## config.mk

```make
export PLATFORM = sky130hd
export DESIGN_NAME = lcd_mode_timing_sequencer_unit
export DESIGN_NICKNAME = d
export VERILOG_FILES = /design/src/lmts_pkg.sv /design/src/lmts_cfg_regs.sv /design/src/lmts_mode_core.sv /design/src/lmts_out_stage.sv /design/src/lcd_mode_timing_sequencer_unit.sv
export SDC_FILE = /design/constraint.sdc
export NUM_CORES = 1
export LEC_CHECK = 0
export BUFFER_PORTS_ARGS = -buffer_cell sky130_fd_sc_hd__buf_4
export CAP_MARGIN = 20
export CORE_MARGIN = 2
export CORE_UTILIZATION = 45
export CTS_BUF_LIST = sky130_fd_sc_hd__clkbuf_8
export CTS_CLUSTER_DIAMETER = 150
export DETAILED_ROUTE_END_ITERATION = 12
export GPL_TIMING_DRIVEN = 0
export SLEW_MARGIN = 10
export SYNTH_ARGS = -nofsm -noshare
export SYNTH_HDL_FRONTEND = slang
export SYNTH_SLANG_ARGS = --single-unit
export TNS_END_PERCENT = 50
```

## constraint.sdc

```tcl
create_clock -name i_clk -period 12.11 [get_ports i_clk]
set_input_delay 0.6055 -clock i_clk [delete_from_list [all_inputs] [get_ports i_clk]]
set_output_delay 0.6055 -clock i_clk [all_outputs]
set_load 0.01 [all_outputs]
```

## src/lmts_pkg.sv

```systemverilog
// lmts_pkg: shared types, constants and the mode length table
// for the lcd mode timing sequencer; no dependencies
package lmts_pkg;

    localparam int STEP_W     = 6;
    localparam int LINE_W     = 8;
    localparam int CLOCK_W    = 10;
    localparam int CFG_IDX_W  = 3;
    localparam int CFG_DATA_W = 8;

    localparam int VISIBLE_LINES_DEF = 144;
    localparam logic [LINE_W-1:0] LAST_LINE = 8'd153;

    typedef enum logic [1:0] {
        MODE_HBLANK   = 2'd0,
        MODE_VBLANK   = 2'd1,
        MODE_OAM      = 2'd2,
        MODE_TRANSFER = 2'd3
    } t_mode;

    typedef enum logic [CFG_IDX_W-1:0] {
        CFG_DOUBLE_SPEED = 3'd0,
        CFG_LINE_COMPARE = 3'd1,
        CFG_HBLANK_STAT  = 3'd2,
        CFG_VBLANK_STAT  = 3'd3,
        CFG_OAM_STAT     = 3'd4,
        CFG_MATCH_STAT   = 3'd5,
        CFG_VBLANK_IRQ   = 3'd6
    } t_cfg_index;

    typedef struct packed {
        logic              double_speed;
        logic [LINE_W-1:0] line_compare;
        logic              hblank_stat_enable;
        logic              vblank_stat_enable;
        logic              oam_stat_enable;
        logic              match_stat_enable;
        logic              vblank_irq_allowed;
    } t_cfg;

    typedef struct packed {
        t_mode             cur_mode;
        logic [LINE_W-1:0] cur_line;
        logic              line_match;
        logic              stat_irq;
        logic              vblank_irq;
        logic              render_line;
        logic              frame_done;
    } t_result;

    function automatic logic [CLOCK_W-1:0] mode_len(input logic speed, input t_mode mode);
        logic [CLOCK_W-1:0] len;
        case (mode)
            MODE_HBLANK:   len = speed ? 10'd408 : 10'd204;
            MODE_VBLANK:   len = speed ? 10'd912 : 10'd456;
            MODE_OAM:      len = speed ? 10'd164 : 10'd80;
            MODE_TRANSFER: len = speed ? 10'd344 : 10'd172;
            default:       len = 10'd0;
        endcase
        return len;
    endfunction

endpackage

```

## src/lmts_cfg_regs.sv

```systemverilog
// lmts_cfg_regs: configuration register file written through the plain write port
// depends on lmts_pkg
module lmts_cfg_regs (
    input  logic                             i_clk,
    input  logic                             i_rst_n,
    input  logic                             i_cfg_wr_en,
    input  logic [lmts_pkg::CFG_IDX_W-1:0]   i_cfg_index,
    input  logic [lmts_pkg::CFG_DATA_W-1:0]  i_cfg_wdata,
    output lmts_pkg::t_cfg                   o_cfg
);

    lmts_pkg::t_cfg r_cfg;
    lmts_pkg::t_cfg n_cfg;

    always_comb begin
        n_cfg = r_cfg;
        if (i_cfg_wr_en) begin
            case (i_cfg_index)
                lmts_pkg::CFG_DOUBLE_SPEED: n_cfg.double_speed       = i_cfg_wdata[0];
                lmts_pkg::CFG_LINE_COMPARE: n_cfg.line_compare       = i_cfg_wdata;
                lmts_pkg::CFG_HBLANK_STAT:  n_cfg.hblank_stat_enable = i_cfg_wdata[0];
                lmts_pkg::CFG_VBLANK_STAT:  n_cfg.vblank_stat_enable = i_cfg_wdata[0];
                lmts_pkg::CFG_OAM_STAT:     n_cfg.oam_stat_enable    = i_cfg_wdata[0];
                lmts_pkg::CFG_MATCH_STAT:   n_cfg.match_stat_enable  = i_cfg_wdata[0];
                lmts_pkg::CFG_VBLANK_IRQ:   n_cfg.vblank_irq_allowed = i_cfg_wdata[0];
                default: ;
            endcase
        end
    end

    always_ff @(posedge i_clk) begin
        if (!i_rst_n) begin
            r_cfg <= '0;
        end else begin
            r_cfg <= n_cfg;
        end
    end

    assign o_cfg = r_cfg;

endmodule

```

## src/lmts_mode_core.sv

```systemverilog
// lmts_mode_core: mode clock, mode and line state with the per-tick update logic
// depends on lmts_pkg
module lmts_mode_core #(
    parameter int VISIBLE_LINES = lmts_pkg::VISIBLE_LINES_DEF
) (
    input  logic                          i_clk,
    input  logic                          i_rst_n,
    input  logic                          i_fire,
    input  logic [lmts_pkg::STEP_W-1:0]   i_step_clocks,
    input  lmts_pkg::t_cfg                i_cfg,
    output lmts_pkg::t_result             o_result
);

    localparam int SUM_W = lmts_pkg::CLOCK_W + 1;

    lmts_pkg::t_mode                 r_mode;
    lmts_pkg::t_mode                 n_mode;
    logic [lmts_pkg::LINE_W-1:0]     r_line;
    logic [lmts_pkg::LINE_W-1:0]     n_line;
    logic [lmts_pkg::CLOCK_W-1:0]    r_clock;
    logic [lmts_pkg::CLOCK_W-1:0]    n_clock;

    logic [lmts_pkg::CLOCK_W-1:0]    len;
    logic [SUM_W-1:0]                sum;
    logic [SUM_W-1:0]                rem;
    logic                            hit;
    logic [lmts_pkg::LINE_W-1:0]     line_inc;
    logic                            entered;
    logic                            line_step;
    logic                            render;
    logic                            frame;
    logic                            stat;
    logic                            vblank;

    assign len      = lmts_pkg::mode_len(i_cfg.double_speed, r_mode);
    assign sum      = {1'b0, r_clock} + {{(SUM_W - lmts_pkg::STEP_W){1'b0}}, i_step_clocks};
    assign rem      = sum - {1'b0, len};
    assign hit      = (sum >= {1'b0, len});
    assign n_clock  = hit ? rem[lmts_pkg::CLOCK_W-1:0] : sum[lmts_pkg::CLOCK_W-1:0];
    assign line_inc = r_line + 8'd1;

    // next state
    always_comb begin
        n_mode    = r_mode;
        n_line    = r_line;
        entered   = 1'b0;
        line_step = 1'b0;
        render    = 1'b0;
        frame     = 1'b0;
        if (hit) begin
            case (r_mode)
                lmts_pkg::MODE_OAM: begin
                    n_mode  = lmts_pkg::MODE_TRANSFER;
                    entered = 1'b1;
                end
                lmts_pkg::MODE_TRANSFER: begin
                    n_mode  = lmts_pkg::MODE_HBLANK;
                    entered = 1'b1;
                    render  = 1'b1;
                end
                lmts_pkg::MODE_HBLANK: begin
                    n_line    = line_inc;
                    line_step = 1'b1;
                    entered   = 1'b1;
                    if (line_inc == lmts_pkg::LINE_W'(VISIBLE_LINES)) begin
                        n_mode = lmts_pkg::MODE_VBLANK;
                        frame  = 1'b1;
                    end else begin
                        n_mode = lmts_pkg::MODE_OAM;
                    end
                end
                default: begin
                    line_step = 1'b1;
                    if (r_line >= lmts_pkg::LAST_LINE) begin
                        n_line  = '0;
                        n_mode  = lmts_pkg::MODE_OAM;
                        entered = 1'b1;
                    end else begin
                        n_line = line_inc;
                    end
                end
            endcase
        end
    end

    // interrupt outputs
    always_comb begin
        stat   = 1'b0;
        vblank = 1'b0;
        if (entered) begin
            case (n_mode)
                lmts_pkg::MODE_HBLANK: stat = i_cfg.hblank_stat_enable;
                lmts_pkg::MODE_VBLANK: begin
                    stat   = i_cfg.vblank_stat_enable;
                    vblank = i_cfg.vblank_irq_allowed;
                end
                lmts_pkg::MODE_OAM:    stat = i_cfg.oam_stat_enable;
                default:               stat = 1'b0;
            endcase
        end
        if (line_step && i_cfg.match_stat_enable && (n_line == i_cfg.line_compare)) begin
            stat = 1'b1;
        end
    end

    always_ff @(posedge i_clk) begin
        if (!i_rst_n) begin
            r_mode  <= lmts_pkg::MODE_VBLANK;
            r_line  <= '0;
            r_clock <= '0;
        end else if (i_fire) begin
            r_mode  <= n_mode;
            r_line  <= n_line;
            r_clock <= n_clock;
        end
    end

    assign o_result.cur_mode    = n_mode;
    assign o_result.cur_line    = n_line;
    assign o_result.line_match  = (n_line == i_cfg.line_compare);
    assign o_result.stat_irq    = stat;
    assign o_result.vblank_irq  = vblank;
    assign o_result.render_line = render;
    assign o_result.frame_done  = frame;

endmodule

```

## src/lmts_out_stage.sv

```systemverilog
// lmts_out_stage: result register with valid/ready output handshake
// depends on lmts_pkg
module lmts_out_stage (
    input  logic               i_clk,
    input  logic               i_rst_n,
    input  logic               i_load,
    input  lmts_pkg::t_result  i_result,
    input  logic               i_ready,
    output logic               o_valid,
    output lmts_pkg::t_result  o_result,
    output logic               o_can_load
);

    logic              r_valid;
    lmts_pkg::t_result r_result;

    assign o_can_load = !r_valid || i_ready;

    always_ff @(posedge i_clk) begin
        if (!i_rst_n) begin
            r_valid <= 1'b0;
        end else if (o_can_load) begin
            r_valid <= i_load;
        end
    end

    always_ff @(posedge i_clk) begin
        if (i_load) begin
            r_result <= i_result;
        end
    end

    assign o_valid  = r_valid;
    assign o_result = r_result;

endmodule

```

## src/lcd_mode_timing_sequencer_unit.sv

```systemverilog
// lcd_mode_timing_sequencer_unit: top level with input register, mode core and result register
// depends on lmts_pkg, lmts_cfg_regs, lmts_mode_core, lmts_out_stage
//
// Each accepted tick adds its step count to the mode clock and advances the lcd mode
// (oam search, transfer, hblank, vblank) and the line counter 0..153, flagging status and
// vblank interrupts, line render and frame done. One tick is accepted every cycle unless output
// back-pressure stalls; a tick passes the input register and then the result register. The rate
// is set by the mode clock add and compare closing the state loop. Configuration writes take
// effect on the next cycle; the user must make them while no tick is in flight, not enforced.
module lcd_mode_timing_sequencer_unit #(
    parameter int VISIBLE_LINES = lmts_pkg::VISIBLE_LINES_DEF
) (
    input  logic                            i_clk,
    input  logic                            i_rst_n,
    input  logic                            i_cfg_wr_en,
    input  logic [lmts_pkg::CFG_IDX_W-1:0]  i_cfg_index,
    input  logic [lmts_pkg::CFG_DATA_W-1:0] i_cfg_wdata,
    input  logic                            i_valid,
    output logic                            o_ready,
    input  logic [lmts_pkg::STEP_W-1:0]     i_step_clocks,
    output logic                            o_valid,
    input  logic                            i_ready,
    output logic [1:0]                      o_cur_mode,
    output logic [lmts_pkg::LINE_W-1:0]     o_cur_line,
    output logic                            o_line_match,
    output logic                            o_stat_irq,
    output logic                            o_vblank_irq,
    output logic                            o_render_line,
    output logic                            o_frame_done
);

    lmts_pkg::t_cfg              cfg;
    lmts_pkg::t_result           core_result;
    lmts_pkg::t_result           out_result;
    logic                        r_in_valid;
    logic [lmts_pkg::STEP_W-1:0] r_in_step;
    logic                        out_can_load;
    logic                        advance;
    logic                        in_xfer;

    assign advance = r_in_valid && out_can_load;
    assign o_ready = !r_in_valid || advance;
    assign in_xfer = i_valid && o_ready;

    always_ff @(posedge i_clk) begin
        if (!i_rst_n) begin
            r_in_valid <= 1'b0;
        end else if (o_ready) begin
            r_in_valid <= i_valid;
        end
    end

    always_ff @(posedge i_clk) begin
        if (in_xfer) begin
            r_in_step <= i_step_clocks;
        end
    end

    lmts_cfg_regs u_cfg_regs (
        .i_clk       (i_clk),
        .i_rst_n     (i_rst_n),
        .i_cfg_wr_en (i_cfg_wr_en),
        .i_cfg_index (i_cfg_index),
        .i_cfg_wdata (i_cfg_wdata),
        .o_cfg       (cfg)
    );

    lmts_mode_core #(
        .VISIBLE_LINES (VISIBLE_LINES)
    ) u_mode_core (
        .i_clk         (i_clk),
        .i_rst_n       (i_rst_n),
        .i_fire        (advance),
        .i_step_clocks (r_in_step),
        .i_cfg         (cfg),
        .o_result      (core_result)
    );

    lmts_out_stage u_out_stage (
        .i_clk      (i_clk),
        .i_rst_n    (i_rst_n),
        .i_load     (advance),
        .i_result   (core_result),
        .i_ready    (i_ready),
        .o_valid    (o_valid),
        .o_result   (out_result),
        .o_can_load (out_can_load)
    );

    assign o_cur_mode    = out_result.cur_mode;
    assign o_cur_line    = out_result.cur_line;
    assign o_line_match  = out_result.line_match;
    assign o_stat_irq    = out_result.stat_irq;
    assign o_vblank_irq  = out_result.vblank_irq;
    assign o_render_line = out_result.render_line;
    assign o_frame_done  = out_result.frame_done;

endmodule
```

* Word-level counts from Yosys, hierarchy flattened
Cells that the tools add are included.
** Word-level totals
- Flip-flop bits (word level) :: 57
- Output and inout port bits :: 17
- Logic and storage cells :: 82
- Bits of input ports :: 22
** Cells by class
- $lt $le $gt $ge :: 2
- Equality and inequality tests :: 13
- Mux-type cells :: 22
- Reduce and logical (&&, ||, !) cells :: 22
- Add/subtract/negate cells :: 3
** Operators with widths (count)
- $pmux 10 s4 :: 1
- $mux 8 :: 3
- $mux 10 :: 2
- $mux 9 :: 2
- $reduce_and 2->1 :: 9
- $pmux 8 s2 :: 1
- $add 10x6->11 :: 1
- $ge 11x10->1 :: 1
- $sub 10x10->10 :: 1
- $eq 3x3->1 const B :: 3
- $add 8x1->8 const B :: 1
- $eq 8x8->1 :: 1
- $eq 8x8->1 const B :: 1
- $ge 8x8->1 const B :: 1
- $mux 1 :: 8
- $eq 2x2->1 const B :: 3
- $eq 3x2->1 const B :: 2
- $mux 2 :: 3
- $pmux 2 s3 :: 1
- $eq 2x1->1 const B :: 2
- $logic_and 1x1->1 :: 4
- $logic_not 2->1 :: 2
- $eq 3x1->1 const B :: 1
- $logic_not 3->1 :: 1
- 5 further kinds :: 7

* Longest topological paths before layout
- Depth in word-level cells :: 8
- Depth in mapped cells :: 17
- Gate-level depth less buffers :: 16

* By module
A second synthesis with hierarchy kept.
** Unflattened totals
- Cells, all modules :: 404
- Area, all modules :: 3676.0 µm²
** By module, submodules not included
- lmts_mode_core :: times used 1, area an instance 2334.7 µm², seq. area each 400.4 µm², cells each 313
- lmts_cfg_regs :: times used 1, area an instance 596.8 µm², seq. area each 280.3 µm², cells each 60
- lmts_out_stage :: times used 1, area an instance 499.2 µm², seq. area each 470.5 µm², cells each 19
- lcd_mode_timing_sequencer_unit :: times used 1, area an instance 245.2 µm², seq. area each 200.2 µm², cells each 12

* Worst setup path after synthesis
No wires, ideal clock.
- Path kind :: register to register
- From :: reg r_in_step[0] (netlist name)
- To :: reg u_out_stage.r_result, in the netlist u_out_stage.o_result[3] (data pin)
- Cell stages (with the launch flop) :: 17
- Path buffers :: 0
- Arrival :: 3950 ps
- Data required time :: 11853 ps
- Setup time :: 257 ps
- Setup slack :: 7903 ps
- Clock period less this slack :: 4207 ps
- Cells stage by stage :: edfxtp_1 ha_1 fa_1 a211oi_2 o21bai_1 a21oi_1 nor2_1 xor2_1 ha_1 a21o_1 a21oi_1 o211a_1 nand2_2 a22o_4 mux2_4 mux2_4 a32o_1
** RTL lines
- from (decl) :: RTL line lcd_mode_timing_sequencer_unit.sv:36 : logic [lmts_pkg::STEP_W-1:0] r_in_step;
- from (signal assigned) :: RTL line lcd_mode_timing_sequencer_unit.sv:55 : r_in_step <= i_step_clocks;
- to (signal assigned) :: RTL line lmts_out_stage.sv:29 : r_result <= i_result;
- to (decl) :: RTL line lmts_out_stage.sv:15 : lmts_pkg::t_result r_result;

* Worst setup path in the final report
- From :: reg r_in_step[0] (netlist name)
- To :: reg u_out_stage.r_result, in the netlist u_out_stage.o_result[3] (data pin)
** On the way
- Word-level cells in the longest chain between the ends :: 6
- Elaborated cells between the ends (all ways) :: 14
- Classes of those cells :: add/sub (1); order compare (1); eq/ne (3); mux (6); reduce/logical (3)
** RTL lines
- $add 10x6->11 * :: RTL line lmts_mode_core.sv:36 : assign sum = {1'b0, r_clock} + {{(SUM_W - lmts_pkg::STEP_W){1'b0}}, i_step_clocks};
- $ge 11x10->1 * :: RTL line lmts_mode_core.sv:38 : assign hit = (sum >= {1'b0, len});
- $mux 2 :: RTL line lmts_mode_core.sv:50 : if (hit) begin
- $eq 2x2->1, or another cell as far along :: RTL line lmts_mode_core.sv:91 : case (n_mode)
- $pmux 1 s3 :: RTL line lmts_mode_core.sv:91
- $mux 1 :: RTL line lmts_mode_core.sv:90 : if (entered) begin
Every way passes the cells marked *; elsewhere a longest branch is shown, timed or not.
A chain may end at the register's enable or synchronous reset.

==> flow_metrics.tcl <==
set metrics [dict create \
    cts.sinks 57 \
    synthAdderAreaFrac_pct 6.99 \
    swShare_pct 30.9 \
    dp_cells 560 \
    clockBufferDepth 2 \
    r2r_slack_ns 7.01 \
    arrival_ns 5.21 \
    fmax_ghz 0.196 \
    synth-compound-area-share_pct 18.2 \
    antenna_cells 0 \
    clkPwrFrac_pct 37.2 \
    synth_top_family_by_area "simple AND/OR/NAND/NOR gates" \
    min_period_over_period_pct 42.1 \
    synthArstFlopShare_pct 0 \
    reg2reg_from "r_in_step[0]" \
    initialDrtViolationCount 161 \
    synth_cell_types 63 \
    p_sw_mw 0.155 \
    final_util_pct 54.4 \
    grt_pass1_wl_mm 15.5 \
    pwr-share-seq_pct 42.4 \
    synth_seq_cells 57 \
    clkTransAtPathRegs_ns 0.08 \
    synthXorXnorAreaFrac_pct 3.88 \
    syn_to_final_growth_pct 17.0 \
    fp.coreArea_um2 7770 \
    place_area_um2 4030 \
    antenna_found_initial 0 \
    cp.required_ns 12.22 \
    clock_skew_ns 0.00980 \
    final_hold_viol_count 0 \
    place.gp.congestion 0.859 \
    slew_violations 0 \
    status "complete, no violations" \
    worst_pin_slew_ns 0.816 \
    die_h_um 93.6 \
    r2r_cells 16 \
    min_path_type "input port to flip-flop" \
    synth_edf_count 21 \
    port_buffers 38 \
    stdcell_area_um2 4230 \
    fin_setup_tns_ns 0 \
    min_period_ns 5.10 \
    yosysTopAreaCellShare_pct 19.9 \
    combPwrFrac_pct 20.4 \
    slew-limit-headroom_pct 45.3 \
    p_int_mw 0.347 \
    muxShareOfSynthArea_pct 4.98 \
    worstHoldPathCells 1 \
    fin_cells 576 \
    dpl.hpwl_mm 6.83 \
    yosys_warnings 0 \
    drv_cap 0 \
    yosysTopAreaCell "dfxtp_1" \
    nets 510 \
    insertion_delay_ns 0.35 \
    finalSetupViolations 0 \
    crit_path_start_kind "flip-flop" \
    drive_gt1_share_pct 17.3 \
    pin_count 39 \
    tritoncts "yes" \
    antenna_left 0 \
    cp-end-kind "flip-flop" \
    cts_resized 0 \
    rows 32 \
    crit_type "flip-flop to flip-flop" \
    irDropWorstVdd_mv 0.0879 \
    grt-ovfl-total 0 \
    avgViaCountPerCell 5.59 \
    cts_hold_buffers 0 \
    critPathMaxFanout 7 \
    start_util_pct 46.5 \
    grt_use_total_pct 23.0 \
    drtPass1Iterations 4 \
    htree_levels 3 \
    wl_per_cell_um 16.4 \
    route.detailed.drc 0 \
    synth-main-ff-cell "dfxtp_1" \
    grt_pass1_vias 3055 \
    seq_area_frac_synth_pct 37.4 \
    cts_setup_buffers 0 \
    syn_inst 420 \
    p_leak_nw 1.61 \
    vias 3217 \
    wl_mm 9.43 \
    synth_nets 461 \
    synth.top_cells.by_area "dfxtp_1, edfxtp_1, ha_1, nand2_1, nor2_1" \
    syn-cell-area_um2 3610 \
    cts_made_buffers 9 \
    reg2reg_to "u_out_stage.o_result[3]" \
    grt_max_degree 25 \
    pwr_density_cell_nw_per_um2 119 \
    dieArea_um2 8770 \
    syn_avg_cell_area_um2 8.61 \
    hold_start "i_step_clocks[2]" \
    rsz0062_at_grt "no" \
    clockRootBuffer "clkbuf_8" \
    holdPathEnd "r_in_step[2]" \
    chipWidth_um 93.6 \
    synth-simple-area-share_pct 23.8 \
]
worst max path at each step:
stage,start,end,cells past startpoint
after CTS,r_in_step[0],u_out_stage.o_result[3],16
final,r_in_step[0],u_out_stage.o_result[3],16
after global placement,r_in_step[0],u_out_stage.o_result[3],16
after global routing,r_in_step[0],u_out_stage.o_result[3],16
after detailed placement,r_in_step[0],u_out_stage.o_result[3],16
after floorplan,r_in_step[0],u_out_stage.o_result[3],16
kinds of logic (layout without fill, tap and decap cells):
| kind of cell | count (synthesis) | count (layout) |
|---|---|---|
| AO/OA/AOI/OAI | 98 | 98 |
| multiplexers | 17 | 17 |
| AND/OR/NAND/NOR | 172 | 172 |
| adder cells (fa/ha/maj) | 19 | 19 |
| buffers and inverters | 41 | 95 |
| flip-flops | 57 | 57 |
| XOR/XNOR | 16 | 16 |
worst max-delay path, stage by stage (launching register included):
cell and delay (ns):
edfxtp_1 0.37, ha_1 0.23, fa_1 0.44, a211oi_2 0.31, o21bai_1 0.12, a21oi_1 0.38, nor2_1 0.09, xor2_1 0.23
ha_1 0.33, a21o_1 0.17, a21oi_1 0.22, o211ai_1 0.35, nor2_1 0.50, a21oi_1 0.08, a22oi_1 0.47, mux2_4 0.35
a32o_1 0.21
power groups by stage:
| stage | clock network (mW) | logic (mW) | registers [mW] |
|---|---|---|---|
| global placement | 0 | 0.100 | 0.217 |
| global route | 0.199 | 0.114 | 0.214 |
| floorplan | 0 | 0.0711 | 0.217 |
| CTS | 0.191 | 0.102 | 0.213 |
| finish | 0.187 | 0.103 | 0.213 |
| detailed placement | 0 | 0.102 | 0.217 |
sequential cells by signal, summed over array words and instances, names as in the netlist:
register / flops
u_out_stage.o_valid: 1
u_mode_core.r_mode: 2
r_in_step: 6
u_mode_core.r_line: 8
u_out_stage.o_result: 15
u_mode_core.r_clock: 10
u_cfg_regs.o_cfg: 14
r_in_valid: 1
stage by stage:
stage               power, mW  setup slack (ns)  hold slack, ns
global route            0.527              6.82           0.399
CTS                     0.507              7.12           0.408
floorplan               0.288              7.90           0.436
finish                  0.503              7.01           0.422
detailed placement      0.319              7.16           0.465
global placement        0.318              7.19           0.451
per-layer routing:
layer / share of wire [%] / track usage (%)
met1: 47 / 31.5
met4: 1.3 / 5.43
met5: 0 / 0
met3: 6.4 / 6.45
met2: 45 / 36.0
area by class of cell:
type | instances | area [um2]
buffer | 23 | 104
clock buffer | 9 | 124
clock inverter | 7 | 76.3
fill | 756 | 3540
inverter | 18 | 67.6
multi-input combinational | 322 | 2090
sequential | 57 | 1350
tap | 102 | 128
timing repair buffer | 38 | 285
cells in the final DEF (no fill, tap or decap), types with 3 or more instances in the layout:
cell | netlist | routed
a211oi_1 | 5 | 5
a21o_1 | 7 | 7
a21oi_1 | 30 | 30
a31o_2 | 4 | 4
and2_1 | 4 | 4
and4_1 | 3 | 3
buf_1 | 4 | 4
buf_2 | 4 | 4
buf_4 | 1 | 39
clkbuf_1 | 13 | 12
clkbuf_8 | 0 | 9
dfxtp_1 | 36 | 36
edfxtp_1 | 21 | 21
ha_1 | 17 | 17
inv_1 | 18 | 18
inv_6 | 0 | 3
mux2i_1 | 15 | 15
nand2_1 | 51 | 51
nand2b_1 | 3 | 3
nand3_1 | 13 | 13
nand4_1 | 9 | 9
nor2_1 | 45 | 45
nor2b_1 | 3 | 3
nor3_1 | 6 | 6
nor3b_1 | 3 | 3
o211ai_1 | 3 | 3
o21ai_0 | 24 | 24
o21bai_1 | 3 | 3
o22ai_1 | 3 | 3
or2_2 | 5 | 5
or3_1 | 9 | 9
or4_1 | 3 | 3
xnor2_1 | 10 | 10
xor2_1 | 6 | 6
synthesized netlist by cell type (4+ instances only):
cell type   n
nand4_1     9
buf_1       4
a21oi_1    30
xnor2_1    10
clkbuf_1   13
a21o_1      7
nor2_1     45
xor2_1      6
a211oi_1    5
dfxtp_1    36
buf_2       4
and2_1      4
ha_1       17
or3_1       9
nand3_1    13
mux2i_1    15
or2_2       5
a31o_2      4
o21ai_0    24
nor3_1      6
edfxtp_1   21
nand2_1    51
inv_1      18
No activity file was read; power rests on OpenSTA's default activity.
